## src/sv/crd_pkg.sv

```systemverilog
// Package for the camera ray direction block: widths, register map, reset
// values and the structs shared between the pipeline modules.
// Depends on nothing; every other file of the block uses it.
package crd_pkg;

  // Fixed field widths.
  localparam int unsigned PIX_W  = 12;
  localparam int unsigned DIM_W  = 13;
  localparam int unsigned DIST_W = 16;
  localparam int unsigned COMP_W = 16;
  localparam int unsigned VEC_W  = 3 * COMP_W;
  localparam int unsigned RAY_W  = 16;

  // Configuration port.
  localparam int unsigned ADDR_W = 6;
  localparam int unsigned DATA_W = 64;

  // Screen width in Q8.8.
  localparam int unsigned SCREEN_WIDTH_Q8 = 512;

  // Internal widths of the datapath.
  localparam int unsigned OFF_W  = DIM_W + 2;          // w - 2x, h - 2y
  localparam int unsigned WD_W   = DIM_W + DIST_W;     // w * d
  localparam int unsigned PR_W   = OFF_W + COMP_W;     // offset * component
  localparam int unsigned PF_W   = WD_W + 1 + COMP_W;  // w * d * component
  localparam int unsigned SRU_W  = PR_W + 1;
  localparam int unsigned V_W    = 49;                 // unnormalized component
  localparam int unsigned MAG_W  = V_W - 1;
  localparam int unsigned NM_W   = 30;                 // magnitude after scaling
  localparam int unsigned SH_W   = $clog2(MAG_W - NM_W + 1);
  localparam int unsigned SQ1_W  = 2 * NM_W;
  localparam int unsigned SQ_W   = SQ1_W + 2;
  localparam int unsigned RES_W  = SQ_W + 1;
  localparam int unsigned ROOT_W = 32;
  localparam int unsigned Q_W    = RAY_W + 1;
  localparam int unsigned DEN_W  = ROOT_W + 1;
  localparam int unsigned REM_W  = NM_W + RAY_W + 2;
  localparam int unsigned CMP_W  = DEN_W + Q_W;

  // Stage counts.
  localparam int unsigned VEC_STAGES  = 8;
  localparam int unsigned SQRT_STAGES = (SQ_W + 1) / 2;
  localparam int unsigned DIV_STAGES  = Q_W + 2;

  // Register map: index is byte address divided by eight.
  typedef enum logic [2:0] {
    REG_RIGHT   = 3'd0,
    REG_UP      = 3'd1,
    REG_FORWARD = 3'd2,
    REG_DIST    = 3'd3,
    REG_WIDTH   = 3'd4,
    REG_HEIGHT  = 3'd5
  } reg_index_t;

  localparam logic [VEC_W-1:0]  RIGHT_RESET   = 48'h0000_0000_7FFF;
  localparam logic [VEC_W-1:0]  UP_RESET      = 48'h0000_7FFF_0000;
  localparam logic [VEC_W-1:0]  FORWARD_RESET = 48'h7FFF_0000_0000;
  localparam logic [DIST_W-1:0] DIST_RESET    = 16'd256;
  localparam logic [DIM_W-1:0]  WIDTH_RESET   = 13'd640;
  localparam logic [DIM_W-1:0]  HEIGHT_RESET  = 13'd480;

  // Camera set-up as held by the register file.
  typedef struct packed {
    logic [VEC_W-1:0]  right_vector;
    logic [VEC_W-1:0]  up_vector;
    logic [VEC_W-1:0]  forward_vector;
    logic [DIST_W-1:0] screen_distance;
    logic [DIM_W-1:0]  image_width;
    logic [DIM_W-1:0]  image_height;
  } cam_cfg_t;

  // Stall control handed to each pipeline section.
  typedef struct packed {
    logic en;        // the output register moves or is empty
    logic take_out;  // the next section's first stage takes a word
  } pipe_ctrl_t;

  // Scaled magnitudes, signs and the zero flag of one ray.
  typedef struct packed {
    logic [2:0][NM_W-1:0] mag;
    logic [2:0]           neg;
    logic                 degen;
  } norm_t;

endpackage

```

## src/sv/crd_regs.sv

```systemverilog
// APB-style register file that holds the camera set-up.
// Depends on crd_pkg for the register map and reset values.
module crd_regs (
  input  logic                        clk,
  input  logic                        rst,
  input  logic                        psel,
  input  logic                        penable,
  input  logic                        pwrite,
  input  logic [crd_pkg::ADDR_W-1:0]  paddr,
  input  logic [crd_pkg::DATA_W-1:0]  pwdata,
  output logic [crd_pkg::DATA_W-1:0]  prdata,
  output logic                        pready,
  output crd_pkg::cam_cfg_t           cfg
);

  crd_pkg::reg_index_t idx;

  assign idx    = crd_pkg::reg_index_t'(paddr[crd_pkg::ADDR_W-1:3]);
  assign pready = 1'b1;

  // Register writes complete in the access cycle.
  always_ff @(posedge clk) begin
    if (rst) begin
      cfg.right_vector    <= crd_pkg::RIGHT_RESET;
      cfg.up_vector       <= crd_pkg::UP_RESET;
      cfg.forward_vector  <= crd_pkg::FORWARD_RESET;
      cfg.screen_distance <= crd_pkg::DIST_RESET;
      cfg.image_width     <= crd_pkg::WIDTH_RESET;
      cfg.image_height    <= crd_pkg::HEIGHT_RESET;
    end else if (psel && penable && pwrite) begin
      unique case (idx)
        crd_pkg::REG_RIGHT:   cfg.right_vector    <= pwdata[crd_pkg::VEC_W-1:0];
        crd_pkg::REG_UP:      cfg.up_vector       <= pwdata[crd_pkg::VEC_W-1:0];
        crd_pkg::REG_FORWARD: cfg.forward_vector  <= pwdata[crd_pkg::VEC_W-1:0];
        crd_pkg::REG_DIST:    cfg.screen_distance <= pwdata[crd_pkg::DIST_W-1:0];
        crd_pkg::REG_WIDTH:   cfg.image_width     <= pwdata[crd_pkg::DIM_W-1:0];
        crd_pkg::REG_HEIGHT:  cfg.image_height    <= pwdata[crd_pkg::DIM_W-1:0];
        default: ;
      endcase
    end
  end

  // Read data, zero extended.
  always_comb begin
    unique case (idx)
      crd_pkg::REG_RIGHT:   prdata = crd_pkg::DATA_W'(cfg.right_vector);
      crd_pkg::REG_UP:      prdata = crd_pkg::DATA_W'(cfg.up_vector);
      crd_pkg::REG_FORWARD: prdata = crd_pkg::DATA_W'(cfg.forward_vector);
      crd_pkg::REG_DIST:    prdata = crd_pkg::DATA_W'(cfg.screen_distance);
      crd_pkg::REG_WIDTH:   prdata = crd_pkg::DATA_W'(cfg.image_width);
      crd_pkg::REG_HEIGHT:  prdata = crd_pkg::DATA_W'(cfg.image_height);
      default:              prdata = '0;
    endcase
  end

endmodule

```

## config.mk

```make
export PLATFORM = sky130hd
export DESIGN_NAME = crd_regs
export DESIGN_NICKNAME = d
export VERILOG_FILES = /design/src/sv/crd_pkg.sv /design/src/sv/crd_regs.sv
export SDC_FILE = /design/constraint.sdc
export NUM_CORES = 1
export LEC_CHECK = 0
export BUFFER_PORTS_ARGS = -buffer_cell sky130_fd_sc_hd__buf_4
export CAP_MARGIN = 20
export CORE_ASPECT_RATIO = 0.9
export CORE_MARGIN = 4
export CORE_UTILIZATION = 54
export DETAILED_ROUTE_END_ITERATION = 8
export PLACE_DENSITY = 0.85
export SLEW_MARGIN = 20
export SYNTH_ARGS = -nofsm -noshare
export SYNTH_HDL_FRONTEND = slang
export SYNTH_SLANG_ARGS = --single-unit
```

## constraint.sdc

```tcl
create_clock -name clk -period 3.28 [get_ports clk]
set_input_delay 0.164 -clock clk [delete_from_list [all_inputs] [get_ports clk]]
set_output_delay 0.164 -clock clk [all_outputs]
set_load 0.05 [all_outputs]
```

After elaboration in Yosys (flattened, before gate mapping)
Cells that the tools add are included.
{ "classes": {"n_eq_ne": 5, "reduce_logical": 9, "mux": 1} }
{ "ops": {"columns": ["op", "n"], "rows": [
  ["$pmux W48 S6", 1],
  ["$reduce_and A2 Y1", 6],
  ["$eq A3 B2 Y1 const B", 2],
  ["$eq A3 B3 Y1 const B", 2],
  ["$eq A3 B1 Y1 const B", 1],
  ["$logic_not A3 Y1", 1],
  ["$logic_and A1 B1 Y1", 2]
]} }
{ "totals": {"output_inout_bits": 251, "wordCells": 21, "in_bits": 75, "ff_bits": 186} }

Longest topological paths before layout
Gate-level depths: netlist of the first run.
{ "depth": {"word_depth": 3, "mapped_depth": 7, "mapped_depth_nobuf": 3} }

Worst setup path after synthesis of the first run
No wires, ideal clock.
{ "synth_timing": {"path_type": "flip-flop to output port", "from": "register cfg[2] in the netlist's numbering", "to": "output port prdata[2] in the netlist's numbering", "stages_incl_launch_ff": 4, "arrival_ns": 2.041, "required_time_ns": 3.116, "slack_ns": 1.075, "n_path_buf": 0, "cell_sequence": "dfxtp_1 > mux2_2 > a22oi_1 > o21ai_0"} }
{ "synth_between": {"elab_chain_cells": 1} }
{ "synth_rtl": {"columns": ["item", "line_no", "source"], "rows": [
  ["start: declaration", "crd_regs.sv:13", "output crd_pkg::cam_cfg_t cfg"],
  ["$pmux W48 S6", "crd_regs.sv:45", "unique case (idx)"],
  ["end: declaration", "crd_regs.sv:11", "output logic [crd_pkg::DATA_W-1:0] prdata,"]
]} }
No other way between the ends.

Final worst setup path of the first run
{ "layout_timing": {"from": "input port paddr[5] in the netlist's numbering", "to": "output port prdata[1] in the netlist's numbering"} }
{ "layout_between": {"elab_chain_cells": 2, "word_cells_on_any_way": 7, "cone_classes": "eq/ne (5); mux (1); reduce/logical (1)"} }
{ "layout_rtl": {"columns": ["item", "line_no", "source"], "rows": [
  ["start: declaration", "crd_regs.sv:9", "input logic [crd_pkg::ADDR_W-1:0] paddr,"],
  ["$eq A3 B3 Y1 (tied with other cells)", "crd_regs.sv:45", null],
  ["$pmux W48 S6 (*)", "crd_regs.sv:45", null]
]} }
Mark *: on every way between the ends. The rest lies on a longest branch, timed or not.

==> impl_metrics.tcl, run 1 <==
set metrics [dict create \
    status "complete, no violations" \
    cts_setup_buffers 0 \
    path_clk_slew_ns 0.08 \
    drive_above_1_share 0.325 \
    ant_nets 0 \
    slew-limit-headroom 0.334 \
    async_flop_share 0 \
    vdd_drop_max_uv 349 \
    largest_register_ffs 186 \
    yosysMostFrequentCell "dfxtp_1" \
    final_area_sq_um 12000 \
    route.detailed.drc 0 \
    dieArea_sq_um 19100 \
    clock_latency_ns 0.43 \
    regMostFlops "cfg" \
    fill_cells 1190 \
    die_h_um 131 \
    wl_per_cell_um 19.8 \
    cts_tree "yes" \
    cp_data_arrival_time_ns 2.05 \
    top_regs "cfg (186)" \
    core_region_area_sq_um 16400 \
    portBuffers 289 \
    cp-end-kind "output pin" \
    utilization 0.731 \
    synth-main-ff-cell "dfxtp_1" \
    ios 326 \
    vias 8764 \
    synth_top_area_frac 0.407 \
    syn_area_sq_um 9140 \
    yosysWarnings 0 \
    synth_area_leaders "dfxtp_1 (41%), mux2i_1 (12%), mux2_2 (5.9%), nor2_1 (5.4%), nand2b_1 (5.0%)" \
    regArea_sq_um 3720 \
    wirelength_um 29400 \
    p_per_area_nw_per_um2 422 \
    vias_per_cell 5.92 \
    dp_hpwl_um 19200 \
    cts.sinks 186 \
    globalRouteOverflowTotal 0 \
    setup_tns_ns 0 \
    finalHoldViolCount 0 \
    hold_path.class "in2reg" \
    htree_num_levels 4 \
    synth_common_cells "dfxtp_1 (186), nor2_1 (132), mux2i_1 (111)" \
    crit_fanout 50 \
    post_cts_resized 0 \
    setup_viol 0 \
    synthToLayoutAreaGrowth_pct 30.8 \
    avgSynthCellArea_sq_um 9.07 \
    fmax_mhz 452 \
    drv_cap 0 \
    grt_pass1_vias 8531 \
    placed_area_sq_um 11100 \
    drtPass1Iterations 6 \
    gp_congestion 0.866 \
    die_x_um 145 \
    antenna_found_initial 0 \
    synth_cell_types 40 \
    grt_pass1_wl_um 46100 \
    grt_max_degree 161 \
    finalClockSkew_ns 0 \
    fp-row-count 44 \
    yosysTopAreaCell "dfxtp_1" \
    yosysSeqAreaShare 0.407 \
    synth_edf_count 0 \
    cts.path.max_buffers 2 \
    drt-initial-drc-count 665 \
    initial_core_util 0.559 \
    hold_buffers 29 \
    cts_made_buffers 17 \
    final-max-slew-violation-count 0 \
    final.min_clock_period_ns 2.21 \
    post-route-period-util 0.675 \
    crit_required_ns 3.12 \
    syn_inst 1008 \
    clockRootBuffer "clkbuf_16" \
    multi_input_area_sq_um 4790 \
    rsz0062_at_grt "false" \
    criticalPathCategory "in2out" \
    grt.total_usage 0.294 \
    worst_pin_slew_ns 1.00 \
    ys_ff_latch 186 \
    critPathLaunchType "input pin" \
    nets 1335 \
    diodes 0 \
    p_leak_nw 5.10 \
]
cell type report:
class                      instances  area share
sequential                       186       0.311
multi-input combinational        719       0.401
clock inverter                    13      0.0126
clock buffer                      19      0.0362
timing repair buffer             334       0.217
tap                              207      0.0217
inverter                           2    0.000628
cells by family (layout without fill, tap and decap cells):
group | count (synthesis) | in the layout | share of synthesized area
flip-flops | 186 | 186 | 0.407
other | 2 | 17 | 0.000821
multiplexers | 164 | 164 | 0.193
AO/OA/AOI/OAI | 225 | 225 | 0.149
buffers and inverters | 118 | 368 | 0.0768
AND/OR/NAND/NOR | 313 | 313 | 0.173
metal layers:
layer | GRT usage | vias up | share of wire
met3 | 0.0744 | 64 | 0.082
met4 | 0.118 | 0 | 0.027
met2 | 0.490 | 463 | 0.48
met1 | 0.367 | 4224 | 0.41
met5 | 0 | - | 0
li1 | - | 4013 | -
worst max-delay path, stage by stage:
cell and delay (ns):
buf_4 0.53, nand2b_1 0.25, buf_4 0.38, nor2_1 0.10, a221o_1 0.38, buf_4 0.20
stage by stage:
stage | hold WS [ns] | std cells | setup slack [ns] | power (mW)
CTS | 0.000584 | 1480 | 1.09 | 5.05
detailed placement | 0.449 | 1419 | 0.969 | 3.01
global placement | 0.437 | 1419 | 1.05 | 3.00
floorplan | 0.311 | 1023 | 1.07 | 2.82
global route | 0.0113 | 1480 | 1.01 | 5.19
finish | 0.0103 | 1480 | 1.07 | 5.05
worst paths after layout:
kind | cells past startpoint | to | start | slack, ns
max | 6 | prdata[1] | paddr[5] | 1.07
min | 3 | cfg[49] | pwdata[7] | 0.01
max reg2reg | 2 | cfg[127] | cfg[127] | 2.47
min reg2reg | 2 | cfg[48] | cfg[48] | 0.49
cells in the final DEF (no fill, tap or decap), types with 3 or more instances in the layout:
cell type / instances
nand2_2: 3
clkbuf_16: 17
mux4_2: 5
inv_8: 4
a32oi_1: 7
buf_4: 303
dlygate4sd3_1: 29
mux2i_1: 111
o21ai_0: 63
and2_1: 5
conb_1: 17
nand3_1: 81
a21bo_2: 15
o21ai_1: 8
a21oi_1: 83
mux2_2: 48
nor2_1: 131
dfxtp_1: 186
inv_6: 4
nand2b_1: 73
a22oi_1: 39
nor2b_1: 4
power by group:
group,leakage (nW),internal (mW),switching [mW]
clock,0.280,1.09,0.965
sequential,1.50,2.27,0.0147
combinational,3.32,0.232,0.478
total,5.10,3.59,1.46
Power figures use the tool's default switching activity.
==> inputs of run 2 (changes only) <==
Settings changed: CORE_UTILIZATION 54 to 50, PLACE_DENSITY 0.85 to 0.79.
Clock period 3.28 ns to 2.2 ns, I/O delays scaled along.
==> impl_metrics.tcl, run 2 (synthesis results as in run 1) <==
set metrics [dict create \
    synthToLayoutAreaGrowth_pct 34.0 \
    drtPass1Iterations 5 \
    path_clk_slew_ns 0.07 \
    gp_congestion 0.809 \
    grt.total_usage 0.278 \
    p_per_area_nw_per_um2 604 \
    clockRootBuffer "clkbuf_16" \
    cts.path.max_buffers 2 \
    fill_cells 1422 \
    post-route-period-util 0.910 \
    clock_latency_ns 0.42 \
    cts_tree "yes" \
    whs_path_depth 2 \
    layoutNonFillerInstCount 1535 \
    rsz0062_at_grt "false" \
    die_x_um 151 \
    setup_viol 0 \
    vias_per_cell 5.67 \
    reg2reg_depth 2 \
    globalRouteOverflowTotal 0 \
    ff2ff_setup_slack_ns 1.36 \
    wl_per_cell_um 19.3 \
    setup_tns_ns 0 \
    core_region_area_sq_um 17800 \
    regMostFlops "cfg" \
    htree_num_levels 4 \
    finalClockSkew_ns 0 \
    fp-row-count 46 \
    antenna_found_initial 0 \
    rr_endpoint "cfg[123]" \
    cts_made_buffers 17 \
    cp-end-kind "output pin" \
    ios 326 \
    startpoint "paddr[3]" \
    initial_core_util 0.514 \
    cp_data_arrival_time_ns 1.89 \
    layout_commonest_cell "buf_4" \
    hold_buffers 48 \
    route.detailed.drc 0 \
    drt-initial-drc-count 743 \
    cts.sinks 186 \
    post_cts_resized 0 \
    criticalPathCategory "in2out" \
    vias 8708 \
    critPathLaunchType "input pin" \
    vdd_drop_max_uv 504 \
    nets 1357 \
    dp_hpwl_um 19600 \
    worst_pin_slew_ns 1.01 \
    drive_above_1_share 0.324 \
    hold_path.class "in2reg" \
    drv_cap 0 \
    status "complete, no violations" \
    dp.cells 1455 \
    grt_pass1_vias 8544 \
    finalHoldViolCount 0 \
    wirelength_um 29600 \
    crit_fanout 34 \
    grt_pass1_wl_um 45500 \
    largest_register_ffs 186 \
    rr_startpoint "cfg[123]" \
    top_regs "cfg (186)" \
    cts_setup_buffers 0 \
    grt_max_degree 83 \
    final-max-slew-violation-count 0 \
    diodes 0 \
    ant_nets 0 \
    slew-limit-headroom 0.322 \
    portBuffers 289 \
    dieArea_sq_um 20500 \
    crit_required_ns 2.09 \
    final_cell_mix "buf_4 (300), dfxtp_1 (186), nor2_1 (131), mux2i_1 (111), a21oi_1 (83)" \
    p_leak_nw 5.22 \
    fmax_mhz 499 \
    die_h_um 136 \
    final.min_clock_period_ns 2.00 \
    crit_end "prdata[26]" \
]
## run 2: cell count changes in the layout (fill, tap and decap cells not counted), sizes merged
| cell | previous run | this run |
|---|---|---|
| inv | 9 | 10 |
| buf | 305 | 308 |
| clkinvlp | 2 | 0 |
| clkbuf | 19 | 18 |
| bufinv | 1 | 0 |
| dlygate4sd3 | 29 | 48 |
| clkinv | 3 | 6 |
## run 2: layout make-up
class,instances,area [sq um],share of cell area
Inverter,2,7.51,0.000613
Timing Repair Buffer,356,2880,0.235
Sequential cell,186,3720,0.304
Multi-Input combinational cell,719,4790,0.391
Clock inverter,14,106,0.00868
Tap cell,240,300,0.0245
Clock buffer,18,439,0.0358
## run 2: critical path, cell delays in order
cell and delay (ns):
buf_4 0.26, nor2b_4 0.88, a22oi_1 0.25, nor2_1 0.14
buf_4 0.21
## run 2: power breakdown
group / internal, mW / total (mW) / leakage, nW / switching (mW)
registers: 3.39 / 3.41 / 1.50 / 0.0224
clock network: 1.50 / 2.89 / 0.279 / 1.39
logic: 0.383 / 1.10 / 3.44 / 0.718
## run 2: worst min path at each step
stage / slack [ns] / startpoint / to
5_1_grt: 0.1 / rst / cfg[55]
4_1_cts: 0.06 / rst / cfg[53]
3_5_place_dp: 0.39 / pwdata[22] / cfg[112]
2_1_floorplan: 0.26 / pwdata[32] / cfg[122]
6_report: 0.08 / rst / cfg[53]
3_3_place_gp: 0.38 / pwdata[37] / cfg[79]
## run 2: metal layers
metal | up-vias | global-route usage | wire (um)
li1 | 4044 | - | -
met1 | 4181 | 0.366 | 12200
met2 | 420 | 0.463 | 14400
met3 | 63 | 0.0483 | 2320
met4 | 0 | 0.0945 | 691
met5 | - | 0 | 0
## run 2: per-stage QoR
stage	total power [mW]	hold slack (ns)	utilization	worst slack [ns]	cell area (sq um)
2_1_floorplan	4.21	0.257	-	0.0485	9200
3_3_place_gp	4.50	0.384	0.631	0.305	11200
3_5_place_dp	4.51	0.394	0.631	0.228	11200
4_1_cts	7.43	0.0617	0.689	0.218	12300
5_1_grt	7.66	0.0973	0.689	0.104	12300
6_report	7.40	0.0791	0.689	0.198	12300
